===== config.mk =====
export PLATFORM = sky130hd
export DESIGN_NAME = timestamp_resequencer
export DESIGN_NICKNAME = d
export VERILOG_FILES = /design/src/hw/rtl/tsrs_pkg.sv /design/src/hw/rtl/tsrs_ram.sv /design/src/hw/rtl/tsrs_fifo.sv /design/src/hw/rtl/tsrs_front.sv /design/src/hw/rtl/tsrs_back.sv /design/src/hw/rtl/timestamp_resequencer.sv
export SDC_FILE = /design/constraint.sdc
export NUM_CORES = 2
export LEC_CHECK = 0
export BUFFER_PORTS_ARGS = -buffer_cell sky130_fd_sc_hd__clkbuf_2
export CORE_UTILIZATION = 40
export CTS_CLUSTER_SIZE = 10
export DETAILED_ROUTE_END_ITERATION = 10
export GPL_ROUTABILITY_DRIVEN = 1
export PLACE_DENSITY = 0.63
export SETUP_SLACK_MARGIN = 0.15
export SLEW_MARGIN = 0
export SYNTH_ARGS = -nofsm -noshare
export SYNTH_HDL_FRONTEND = slang
export SYNTH_SLANG_ARGS = --single-unit

===== constraint.sdc =====
create_clock -name clk -period 8.4 [get_ports clk]
set_input_delay 0.42 -clock clk [delete_from_list [all_inputs] [get_ports clk]]
set_output_delay 0.42 -clock clk [all_outputs]
set_load 0.005 [all_outputs]

===== src/hw/rtl/tsrs_pkg.sv =====
// Shared types and constants for the timestamp resequencer.
// Depends on nothing; imported by the front end, back end, top level and checker.
package tsrs_pkg;

  localparam int STAMP_W     = 32;
  localparam int DATA_W      = 32;
  // Most releases carried out for one accepted notification
  localparam int MAX_RESULTS = 16;
  localparam logic [STAMP_W-1:0] STAMP_TOP = '1;

  // Object id and payload travel together through the queue and the slot store
  typedef struct packed {
    logic [DATA_W-1:0] object_id;
    logic [DATA_W-1:0] payload;
  } tsrs_data_t;

  // One word of the slot store
  typedef struct packed {
    logic       valid;
    tsrs_data_t data;
  } tsrs_slot_t;

endpackage


===== src/hw/rtl/tsrs_ram.sv =====
// Generic simple dual-port RAM: one write port, one read port, registered read.
// No dependencies.
module tsrs_ram #(
  parameter int WIDTH = 8,
  parameter int DEPTH = 16
) (
  input  logic                     clk,
  input  logic                     we,
  input  logic [$clog2(DEPTH)-1:0] waddr,
  input  logic [WIDTH-1:0]         wdata,
  input  logic [$clog2(DEPTH)-1:0] raddr,
  output logic [WIDTH-1:0]         rdata
);

  logic [WIDTH-1:0] mem [DEPTH];

  // write port
  always_ff @(posedge clk) begin
    if (we) begin
      mem[waddr] <= wdata;
    end
  end

  // registered read
  always_ff @(posedge clk) begin
    rdata <= mem[raddr];
  end

endmodule


===== src/hw/rtl/tsrs_fifo.sv =====
// Short queue between the front end and the back end.
// No dependencies; width and depth come from the instantiating module.
module tsrs_fifo #(
  parameter int WIDTH = 8,
  parameter int DEPTH = 2
) (
  input  logic             clk,
  input  logic             rst,
  input  logic             push,
  input  logic [WIDTH-1:0] wdata,
  input  logic             pop,
  output logic [WIDTH-1:0] rdata,
  output logic             empty,
  output logic             full
);

  localparam int PW = (DEPTH > 1) ? $clog2(DEPTH) : 1;
  localparam int NW = $clog2(DEPTH + 1);

  logic [WIDTH-1:0] entries [DEPTH];
  logic [PW-1:0]    wptr;
  logic [PW-1:0]    rptr;
  logic [NW-1:0]    fill;
  logic             do_push;
  logic             do_pop;

  assign empty   = (fill == '0);
  assign full    = (fill == NW'(DEPTH));
  assign do_push = push && !full;
  assign do_pop  = pop && !empty;
  assign rdata   = entries[rptr];

  function automatic logic [PW-1:0] ptr_inc(input logic [PW-1:0] p);
    ptr_inc = (p == PW'(DEPTH - 1)) ? '0 : p + PW'(1);
  endfunction

  // pointers and fill level
  always_ff @(posedge clk) begin
    if (rst) begin
      wptr <= '0;
      rptr <= '0;
      fill <= '0;
    end else begin
      if (do_push) wptr <= ptr_inc(wptr);
      if (do_pop)  rptr <= ptr_inc(rptr);
      if (do_push && !do_pop)      fill <= fill + NW'(1);
      else if (do_pop && !do_push) fill <= fill - NW'(1);
    end
  end

  // storage
  always_ff @(posedge clk) begin
    if (do_push) begin
      entries[wptr] <= wdata;
    end
  end

endmodule


===== src/hw/rtl/tsrs_front.sv =====
// Front end: takes a notification, checks it against the current stamp
// and works out its slot. Depends on tsrs_pkg.
module tsrs_front import tsrs_pkg::*; #(
  parameter int WINDOW = 16
) (
  input  logic                      clk,
  input  logic                      rst,
  input  logic                      accept,
  input  logic [STAMP_W-1:0]        stamp,
  input  logic [DATA_W-1:0]         object_id,
  input  logic [DATA_W-1:0]         payload,
  input  logic [STAMP_W-1:0]        cur,
  input  logic [$clog2(WINDOW)-1:0] cur_idx,
  input  logic                      q_full,
  output logic                      push,
  output logic                      push_store,
  output logic [$clog2(WINDOW)-1:0] push_idx,
  output tsrs_data_t                push_data,
  output logic                      busy
);

  localparam int AW = $clog2(WINDOW);
  localparam int SW = AW + 1;

  // stage A: captured notification
  logic               a_vld;
  logic [STAMP_W-1:0] a_stamp;
  tsrs_data_t         a_data;
  // stage B: classified notification
  logic               b_vld;
  logic               b_store;
  logic [SW-1:0]      b_diff;
  tsrs_data_t         b_data;

  logic               a_adv;
  logic               b_adv;
  logic [STAMP_W:0]   diff_full;
  logic               ahead;
  logic               in_win;
  logic [SW-1:0]      idx_sum;
  logic [SW-1:0]      idx_wrap;

  assign b_adv = b_vld && !q_full;
  assign a_adv = a_vld && (!b_vld || b_adv);
  assign busy  = a_vld || b_vld;

  // window check: strictly ahead and at most WINDOW ahead
  always_comb begin
    diff_full = {1'b0, a_stamp} - {1'b0, cur};
    ahead     = !diff_full[STAMP_W] && (diff_full[STAMP_W-1:0] != '0);
    in_win    = ahead && (diff_full[STAMP_W-1:0] <= STAMP_W'(WINDOW));
  end

  // slot = (cur_idx + distance) mod WINDOW, one compare and subtract
  always_comb begin
    idx_sum  = {1'b0, cur_idx} + b_diff;
    idx_wrap = (idx_sum >= SW'(WINDOW)) ? idx_sum - SW'(WINDOW) : idx_sum;
  end

  assign push       = b_adv;
  assign push_store = b_store;
  assign push_idx   = idx_wrap[AW-1:0];
  assign push_data  = b_data;

  // stage valid bits
  always_ff @(posedge clk) begin
    if (rst) begin
      a_vld <= 1'b0;
      b_vld <= 1'b0;
    end else begin
      a_vld <= accept || (a_vld && !a_adv);
      b_vld <= a_adv || (b_vld && !b_adv);
    end
  end

  // stage payloads
  always_ff @(posedge clk) begin
    if (accept) begin
      a_stamp          <= stamp;
      a_data.object_id <= object_id;
      a_data.payload   <= payload;
    end
    if (a_adv) begin
      b_store <= in_win;
      b_diff  <= diff_full[SW-1:0];
      b_data  <= a_data;
    end
  end

endmodule


===== src/hw/rtl/tsrs_back.sv =====
// Back end: stores in-window notifications in the slot RAM and releases
// consecutive stamps. Depends on tsrs_pkg and tsrs_ram.
module tsrs_back import tsrs_pkg::*; #(
  parameter int WINDOW = 16
) (
  input  logic                      clk,
  input  logic                      rst,
  input  logic                      cfg_we,
  input  logic [STAMP_W-1:0]        cfg_data,
  input  logic                      q_empty,
  input  logic                      q_store,
  input  logic [$clog2(WINDOW)-1:0] q_idx,
  input  tsrs_data_t                q_data,
  output logic                      q_pop,
  output logic [STAMP_W-1:0]        cur,
  output logic [$clog2(WINDOW)-1:0] cur_idx,
  output logic                      busy,
  output logic                      out_valid,
  output logic [STAMP_W-1:0]        out_stamp,
  output logic [DATA_W-1:0]         out_object_id,
  output logic [DATA_W-1:0]         out_payload,
  output logic                      last
);

  localparam int AW      = $clog2(WINDOW);
  localparam int CW      = $clog2(MAX_RESULTS + 1);
  localparam int SLOT_W  = $bits(tsrs_slot_t);

  typedef enum logic [1:0] {
    S_CLEAR,
    S_IDLE,
    S_ISSUE,
    S_DRAIN
  } state_t;

  state_t             state;
  logic [AW-1:0]      rd_idx;
  logic [CW-1:0]      rel_cnt;
  logic               pend_vld;
  logic [STAMP_W-1:0] pend_stamp;
  tsrs_data_t         pend_data;
  logic [AW-1:0]      clr_cnt;

  logic               ram_we;
  logic [AW-1:0]      ram_waddr;
  tsrs_slot_t         ram_wdata;
  logic [AW-1:0]      ram_raddr;
  logic [SLOT_W-1:0]  ram_rdata;
  tsrs_slot_t         rword;
  logic               release_ok;

  function automatic logic [AW-1:0] idx_inc(input logic [AW-1:0] x);
    idx_inc = (x == AW'(WINDOW - 1)) ? '0 : x + AW'(1);
  endfunction

  assign busy    = (state != S_IDLE);
  assign rword   = tsrs_slot_t'(ram_rdata);
  assign release_ok = rword.valid && (rel_cnt != CW'(MAX_RESULTS)) && (cur != STAMP_TOP);

  // slot RAM port control
  always_comb begin
    ram_we    = 1'b0;
    ram_waddr = rd_idx;
    ram_wdata = '0;
    ram_raddr = rd_idx;
    q_pop     = 1'b0;
    case (state)
      S_CLEAR: begin
        ram_we    = 1'b1;
        ram_waddr = clr_cnt;
      end
      S_IDLE: begin
        q_pop = !q_empty;
        if (!q_empty && q_store) begin
          ram_we          = 1'b1;
          ram_waddr       = q_idx;
          ram_wdata.valid = 1'b1;
          ram_wdata.data  = q_data;
        end
      end
      S_ISSUE: begin
        ram_raddr = idx_inc(cur_idx);
      end
      S_DRAIN: begin
        if (release_ok) begin
          // retire this slot, fetch the one after it
          ram_we    = 1'b1;
          ram_waddr = rd_idx;
          ram_raddr = idx_inc(rd_idx);
        end
      end
      default: begin
        ram_we = 1'b0;
      end
    endcase
  end

  tsrs_ram #(
    .WIDTH (SLOT_W),
    .DEPTH (WINDOW)
  ) u_slots (
    .clk   (clk),
    .we    (ram_we),
    .waddr (ram_waddr),
    .wdata (ram_wdata),
    .raddr (ram_raddr),
    .rdata (ram_rdata)
  );

  // sequencer, stamp state and result register
  // slots are numbered from the start stamp: the start stamp sits at slot 0
  always_ff @(posedge clk) begin
    if (rst) begin
      state     <= S_CLEAR;
      cur       <= '0;
      cur_idx   <= '0;
      clr_cnt   <= '0;
      pend_vld  <= 1'b0;
      out_valid <= 1'b0;
      rel_cnt   <= '0;
      rd_idx    <= '0;
    end else if (cfg_we) begin
      state     <= S_CLEAR;
      cur       <= cfg_data;
      cur_idx   <= '0;
      clr_cnt   <= '0;
      pend_vld  <= 1'b0;
      out_valid <= 1'b0;
    end else begin
      out_valid <= 1'b0;
      case (state)
        S_CLEAR: begin
          clr_cnt <= clr_cnt + AW'(1);
          if (clr_cnt == AW'(WINDOW - 1)) begin
            state <= S_IDLE;
          end
        end
        S_IDLE: begin
          if (!q_empty) begin
            state <= S_ISSUE;
          end
        end
        S_ISSUE: begin
          rd_idx  <= idx_inc(cur_idx);
          rel_cnt <= '0;
          state   <= S_DRAIN;
        end
        S_DRAIN: begin
          if (release_ok) begin
            cur        <= cur + STAMP_W'(1);
            cur_idx    <= rd_idx;
            rd_idx     <= idx_inc(rd_idx);
            rel_cnt    <= rel_cnt + CW'(1);
            pend_vld   <= 1'b1;
            pend_stamp <= cur + STAMP_W'(1);
            pend_data  <= rword.data;
            // a further release follows, so the held one is not the last
            if (pend_vld) begin
              out_valid     <= 1'b1;
              out_stamp     <= pend_stamp;
              out_object_id <= pend_data.object_id;
              out_payload   <= pend_data.payload;
              last          <= 1'b0;
            end
          end else begin
            if (pend_vld) begin
              out_valid     <= 1'b1;
              out_stamp     <= pend_stamp;
              out_object_id <= pend_data.object_id;
              out_payload   <= pend_data.payload;
              last          <= 1'b1;
            end
            pend_vld <= 1'b0;
            state    <= S_IDLE;
          end
        end
        default: begin
          state <= S_IDLE;
        end
      endcase
    end
  end

endmodule


===== src/hw/rtl/timestamp_resequencer.sv =====
// Top level of the timestamp resequencer: front end, queue and back end.
// Depends on tsrs_pkg, tsrs_front, tsrs_fifo, tsrs_back (and tsrs_ram below it).
//
//  channel  | handshake                 | payload
//  ---------+---------------------------+------------------------------------------
//  input    | start & !busy             | stamp, object_id, payload
//  config   | cfg_valid & cfg_ready     | cfg_data (start stamp)
//  result   | out_valid, one cycle      | out_stamp, out_object_id, out_payload, last
//
// A notification passes front stages A and B and the queue, then store, slot read
// and check in the back end, which reads the single slot RAM port once per release.
// Reset and every config write run a clearing pass over all WINDOW slots (slot
// valid bits cleared, slots numbered from the start stamp);
// busy is high throughout. The receiver cannot stall: results are strobed.
module timestamp_resequencer import tsrs_pkg::*; #(
  parameter int WINDOW = 16
) (
  input  logic               clk,
  input  logic               rst,
  input  logic               start,
  output logic               busy,
  input  logic [STAMP_W-1:0] stamp,
  input  logic [DATA_W-1:0]  object_id,
  input  logic [DATA_W-1:0]  payload,
  input  logic               cfg_valid,
  output logic               cfg_ready,
  input  logic [STAMP_W-1:0] cfg_data,
  output logic               out_valid,
  output logic [STAMP_W-1:0] out_stamp,
  output logic [DATA_W-1:0]  out_object_id,
  output logic [DATA_W-1:0]  out_payload,
  output logic               last
);

  localparam int AW = $clog2(WINDOW);
  localparam int QW = 1 + AW + $bits(tsrs_data_t);
  localparam int QDEPTH = 2;

  logic               accept;
  logic               cfg_we;
  logic               front_busy;
  logic               back_busy;
  logic [STAMP_W-1:0] cur;
  logic [AW-1:0]      cur_idx;

  logic               push;
  logic               push_store;
  logic [AW-1:0]      push_idx;
  tsrs_data_t         push_data;
  logic               q_pop;
  logic               q_empty;
  logic               q_full;
  logic [QW-1:0]      q_wdata;
  logic [QW-1:0]      q_rdata;
  logic               q_store;
  logic [AW-1:0]      q_idx;
  tsrs_data_t         q_data;

  assign cfg_ready = 1'b1;
  assign cfg_we    = cfg_valid && cfg_ready;
  assign accept    = start && !busy;
  assign busy      = front_busy || !q_empty || back_busy;

  assign q_wdata = {push_store, push_idx, push_data};
  assign {q_store, q_idx, q_data} = q_rdata;

  tsrs_front #(
    .WINDOW (WINDOW)
  ) u_front (
    .clk        (clk),
    .rst        (rst),
    .accept     (accept),
    .stamp      (stamp),
    .object_id  (object_id),
    .payload    (payload),
    .cur        (cur),
    .cur_idx    (cur_idx),
    .q_full     (q_full),
    .push       (push),
    .push_store (push_store),
    .push_idx   (push_idx),
    .push_data  (push_data),
    .busy       (front_busy)
  );

  tsrs_fifo #(
    .WIDTH (QW),
    .DEPTH (QDEPTH)
  ) u_queue (
    .clk   (clk),
    .rst   (rst),
    .push  (push),
    .wdata (q_wdata),
    .pop   (q_pop),
    .rdata (q_rdata),
    .empty (q_empty),
    .full  (q_full)
  );

  tsrs_back #(
    .WINDOW (WINDOW)
  ) u_back (
    .clk           (clk),
    .rst           (rst),
    .cfg_we        (cfg_we),
    .cfg_data      (cfg_data),
    .q_empty       (q_empty),
    .q_store       (q_store),
    .q_idx         (q_idx),
    .q_data        (q_data),
    .q_pop         (q_pop),
    .cur           (cur),
    .cur_idx       (cur_idx),
    .busy          (back_busy),
    .out_valid     (out_valid),
    .out_stamp     (out_stamp),
    .out_object_id (out_object_id),
    .out_payload   (out_payload),
    .last          (last)
  );

endmodule


### Yosys cells after proc, flatten, opt, wreduce, memory -nomap -nowiden

Memories as Yosys holds them, arrays and structs flattened. A register that Yosys moved wholly into a read port is not among the register bits.
Index checks and enable logic that the tools add are counted.

| storage, ports and cells | value |
|---|---|
| register bits after elaboration | 418 |
| RAM bits | 1178 |
| input bits | 132 |
| output and inout bits | 100 |
| word-level logic and storage cells | 140 |
| memories | 2 |

Memory list:

| memory | depth | bits a word | rd ports | clocked after memory_dff | wr ports | RTL line | text |
|---|---|---|---|---|---|---|---|
| u_back.u_slots.mem | 16 | 65 | 1 | 1 | 1 | tsrs_ram.sv:15 | `logic [WIDTH-1:0] mem [DEPTH];` |
| u_queue.entries | 2 | 69 | 1 | 1 | 1 | tsrs_fifo.sv:20 | `logic [WIDTH-1:0] entries [DEPTH];` |

| operators by class | value |
|---|---|
| add/sub/neg operators | 12 |
| $lt $le $gt $ge | 2 |
| eq/ne operators | 14 |
| mux-type cells | 36 |
| bitwise operators | 3 |
| reductions and logical operators | 44 |

Operator list:

| operator | number |
|---|---|
| two-way mux 65 bit | 2 |
| two-way mux 32 bit | 3 |
| subtractor 32 x 32 -> 33 bit | 1 |
| adder 32 x 1 -> 32 bit, second input constant | 1 |
| <= comparator 32 x 5 -> 1 bit, second input constant | 1 |
| inequality test 32 bit, second input constant | 1 |
| nonzero test 32 bit | 1 |
| two-way mux 4 bit | 5 |
| case mux 4 bit (2 select lines) | 2 |
| two-way mux 1 bit | 15 |
| logical AND 1 bit | 14 |
| adder 4 x 1 -> 4 bit, second input constant | 3 |
| == test 4 bit, second input constant | 3 |
| two-way mux 2 bit | 5 |
| case mux 5 bit (2 select lines) | 1 |
| logical NOT 1 bit | 9 |
| case mux 2 bit (4 select lines) | 1 |
| AND reduction 4 bit | 2 |
| nonzero test 2 bit | 4 |
| == test 2 bit, second input constant | 3 |
| logical OR 1 bit | 6 |
| inequality test 2 x 1 -> 1 bit, second input constant | 3 |
| AND reduction 3 bit | 2 |
| adder 4 x 5 -> 5 bit | 1 |
| 16 further kinds | 22 |

### Longest topological paths before layout

| depth | value |
|---|---|
| word-level depth | 8 |
| gate-level depth with buffers | 16 |
| gate-level depth less buffers | 14 |

### Hierarchy

A second synthesis with hierarchy kept.

| second synthesis, totals | value |
|---|---|
| cells, all modules | 3171 |
| area total of the unflattened synthesis | 62665.1 um^2 |

By module, submodules not included:

| module | times used | cells an instance | area each (um^2) | sequential area each (um^2) |
|---|---|---|---|---|
| tsrs_ram | 1 | 1673 | 40239.8 | 32531.2 |
| tsrs_back | 1 | 733 | 9858.2 | 6856.6 |
| tsrs_front | 1 | 521 | 7299.5 | 4994.8 |
| tsrs_fifo | 1 | 240 | 5235.0 | 4244.1 |
| timestamp_resequencer | 1 | 4 | 32.5 | 0.0 |

### Least setup slack after synthesis

Ideal clock, no wire load.

| timing | value |
|---|---|
| path type | reg-to-reg |
| start point | register u_back.state[0] |
| end point | memory u_back.u_slots.mem[0][0] in the netlist's numbering, enable pin |
| library setup time | 0.568 ns |
| arrival | 6.750 ns |
| data required time | 7.832 ns |
| setup slack | 1.082 ns |
| cell stages (with the launch flop) | 12 |
| buffers on the path | 1 |
| clock period less this slack | 7.318 ns |
| cell sequence | dfxtp_1 > ha_1 > o21ai_0 > or2_2 > clkbuf_1 > inv_1 > a21oi_1 > a222oi_1 > and2_1 > nor2b_1 > inv_1 > nor3_1 |

| between the ends | value |
|---|---|
| longest elaborated chain between the ends | 4 |
| elaborated cells between the ends (all ways) | 7 |
| classes of those cells | eq/ne (2); mux (4); reduce/logical (1) |

RTL lines:

| item | RTL line | text |
|---|---|---|
| start, declared | tsrs_back.sv:36 | `state_t state;` |
| start signal, assigned | tsrs_back.sv:114 | `state <= S_CLEAR;` |
| start signal, assigned | tsrs_back.sv:123 | `state <= S_CLEAR;` |
| start signal, assigned | tsrs_back.sv:135 | `state <= S_IDLE;` |
| == test 2 bit (tied with other cells) | tsrs_back.sv:67 | `case (state)` |
| case mux 1 bit (3 select lines) | tsrs_back.sv:67 |  |
| two-way mux 1 bit | tsrs_ram.sv:19 | `if (we) begin` |
| two-way mux 1 bit (implied by the code) | tsrs_ram.sv:20 | `mem[waddr] <= wdata;` |
| end, declared | tsrs_ram.sv:15 |  |

Parallel ways exist; a longest one is shown, timed or not.

### Worst setup path after layout

| timing | value |
|---|---|
| start point | register u_back.cur[0] |
| end point | register u_back.u_slots.rdata[52], read port of u_back.u_slots.mem |

| between the ends | value |
|---|---|
| longest elaborated chain between the ends | 4 |

RTL lines:

| item | RTL line | text |
|---|---|---|
| start, declared | tsrs_back.sv:15 | `output logic [STAMP_W-1:0] cur,` |
| start signal, assigned | tsrs_back.sv:124 | `cur <= cfg_data;` |
| start signal, assigned | tsrs_back.sv:150 | `cur <= cur + STAMP_W'(1);` |
| inequality test 32 bit | tsrs_back.sv:58 | `assign release_ok = rword.valid && (rel_cnt != CW'(MAX_RESULTS)) && (cur != STAMP_TOP);` |
| logical AND 1 bit | tsrs_back.sv:58 |  |
| two-way mux 4 bit | - |  |
| case mux 4 bit (2 select lines) | - |  |
| end, declared | tsrs_ram.sv:12 | `output logic [WIDTH-1:0] rdata` |

Every way passes these cells.
A chain may end at the register's enable or synchronous reset.

==> run metrics <==
outcome=completed; Avg WL per Cell=21.83 um; clock buffer count from CTS=189; WL final=between 150000 and 200000 um; met1 GRT Util=between 20% and 30%; unrepaired setup endpoints after global routing=false; area share of the largest cell type after synthesis=approximately 72%; Fin Clk Skew=between 0.06 and 0.07 ns; Global Route Usage Sum=18.59%; Core ar.=between 150000 and 200000 um^2; worst-margin pin slew=approximately 1.2 ns; CTS resizes=0; async set-reset flop share out of synthesis=0%; I/O pin count=between 200 and 250; dpl hpwl=just over 80000 um; share of cells above drive strength 1=11.26%; setup TNS=0 ns; Die ar.=161200 um^2; initial core utilization=40.32%; Reg2Reg Setup Slack=3.60 ns; commonest non-fill, non-tap cell in the layout=edfxtp_1; post-CTS setup buffer count=0; nets=4952; P per Cell Area=~230 nW/um^2; largest cells by area after synthesis=edfxtp_1 72%, nand2_1 5.8%, mux2i_1 4.2%; Placer Congestion=between 0.8 and 0.9; Min-Delay Startpoint=rst; DP Worst Slack=between 3 and 4 ns; Final Total Pwr=16.90 mW; antenna-violating nets left=0; grt total ovfl=0; CTS tree=built; Netlist cell types=84; Tcrit/Tclk final=a little under three fifths; GR Util met2=29.74%; H-tree depth=4; Max VDD drop=approximately 230 uV; worst r2r src=u_back.cur[0]; Post-synth EDFFs=roughly 1500; commonest non-fill, non-tap cells in the layout=1536 x edfxtp_1, 979 x nand2_1, 408 x nand3_1; clk slew on worst S/H paths=~0.06 ns; row count=roughly 150; CP endpoint kind=flop; Chip Width=around 400 um; final setup vio count=0; CTS Sinks=approximately 1700; Mapped Cells=between 4000 and 5000; maximum buffer depth of the clock tree=3; minimum clock period after layout=4.804 ns; first-pass GRT wire length=approximately 230000 um; GR peak layer=met2; Clk Tree Root Cell=clkbuf_16; setup ws final=3.596 ns; clk_lat worst skew=around 0.81 ns; sequential share of the synthesized area=around three quarters; Max FO, Critical Path=53; Synth warnings=0; DRT Pass-1 Iters=5; maxcap violations=0; grt met3 use=under 10%; port bufs=230; CP Data Required Time=approximately 9.0 ns; DR iter-0 viols=approximately 3600; Worst slew margin=between 10% and 20%; Seq cells post-synth=~1700; post-synth net total=approximately 4600; hold path depth=3; Area Overhead vs Synth=16.09%; R2R cell count=13; Hold WC Path Type=primary input to flop; Fin. Hold Viols=0; fmax=between 200 and 250 MHz; largest net degree at the start of global routing=approximately 210; vias in the first global route=approximately 36000; syn_area_per_cell=approximately 15 um^2; worst path arrival time=5.41 ns; P_leak=26.46 nW; Slew Limit Fails=0; vias per inst=roughly 5.3; Die H=401.6 um; Synth area leader=edfxtp_1; drc violations=0; vias=about 37000; worst hold endpoint=u_back.cur[24]; Synth Flop Type=edfxtp_1; fillcell total=around 14000; initial antenna violation count=7; Cell Area, Synth=63860 um^2; reg-to-reg endpoint=u_back.u_slots.rdata[52]; Worst setup SP type=flop; worst setup path class=flop to flop
area by class of cell:
type | instances | area, um^2 | area share, %
Timing Repair Buffer | 414 | 2978 | 4.017
Sequential cell | 1661 | 48630 | 65.60
Clock inverter | 19 | 304.0 | 0.4101
Clock buffer | 322 | 5343 | 7.207
Tap cell | 2072 | 2592 | 3.497
Inverter | 67 | 251.5 | 0.3392
Multi-Input combinational cell | 2438 | 14030 | 18.93
Antenna cell | 2 | 5.005 | 0.006751
per-layer routing:
layer / part of all wire (%) / up-vias
met4: 2.3 / 2
met5: 0.0085 / -
li1: - / 17001
met3: 6.8 / 251
met1: 44 / 18298
met2: 47 / 1293
kinds of logic after synthesis:
group | synth area share (%)
flip-flops | 76.15
AND/OR/NAND/NOR | 11.34
AO/OA/AOI/OAI | 4.056
XOR/XNOR | 1.070
adder cells (fa/ha/maj) | 0.9836
buffers and inverters | 2.194
other | 0.005872
multiplexers | 4.203
what timing repair did:
action                     in CTS  in global routing
hold buffers                  128                  0
hold endpoints to repair      128                  0
setup endpoints to repair       0                  0
cells in the mapped netlist, drive strengths merged (14+ instances only):
master  instances
nand3         409
nand2         980
or3            14
buf           104
xor2           21
nand4          17
o21ai          32
edfxtp       1536
ha             47
nor3           16
dfxtp         125
o221ai         67
clkbuf        127
a21oi          81
mux2i         267
inv            66
nor2          185
a32oi          66
xnor2          57
worst max-delay path, cell delays in order, from the launching register on:
cell and delay [ns]:
dfxtp_1 0.40, ha_1 0.25, nand3_2 0.18, nor4_2 0.42, nand4_1 0.13, and2_1 0.27
mux2i_1 0.21, o21ai_4 0.87, buf_4 0.45, buf_4 0.60, mux2i_1 0.31, mux2i_1 0.11
a32oi_1 0.18, o221ai_1 0.15
how the worst max path moves through the flow:
| stage | cells past startpoint | startpoint | to | slack, ns |
|---|---|---|---|---|
| 2_1_floorplan | 11 | u_back.state[0] | u_back.u_slots.mem[0][0] | 1.08 |
| 3_3_place_gp | 13 | u_back.cur[0] | u_back.u_slots.rdata[52] | 3.62 |
| 3_5_place_dp | 13 | u_back.cur[0] | u_back.u_slots.rdata[52] | 3.62 |
| 4_1_cts | 13 | u_back.cur[0] | u_back.u_slots.rdata[52] | 3.56 |
| 5_1_grt | 13 | u_back.cur[0] | u_back.u_slots.rdata[58] | 3.29 |
| 6_report | 13 | u_back.cur[0] | u_back.u_slots.rdata[52] | 3.60 |
through the flow:
step	cell area, um^2	std cells	utilization (%)	hold WS, ns
after floorplan	63860	4397	-	0.3855
after global placement	67200	6524	42.43	0.3861
after detailed placement	67200	6524	42.43	0.3887
after CTS	74130	6993	46.81	0.1275
after global routing	74130	6993	46.81	0.1777
final	74130	6995	46.81	0.1896
state kept, by name, indices dropped and copies added (netlist names), 64 cells and up, named ones only:
signal,flops
u_back.pend_data,64
u_back.u_slots.rdata,65
u_queue.entries,138
u_front.a_data,64
u_back.u_slots.mem,1040
u_front.push_data,64
report_power, final:
part | internal [mW] | switching, mW
combinational | 0.145 | 0.177
clock | 4.34 | 3.19
sequential | 9.00 | 0.0405
total | 13.5 | 3.41
Note: power is estimated with default switching activity, not from simulation.
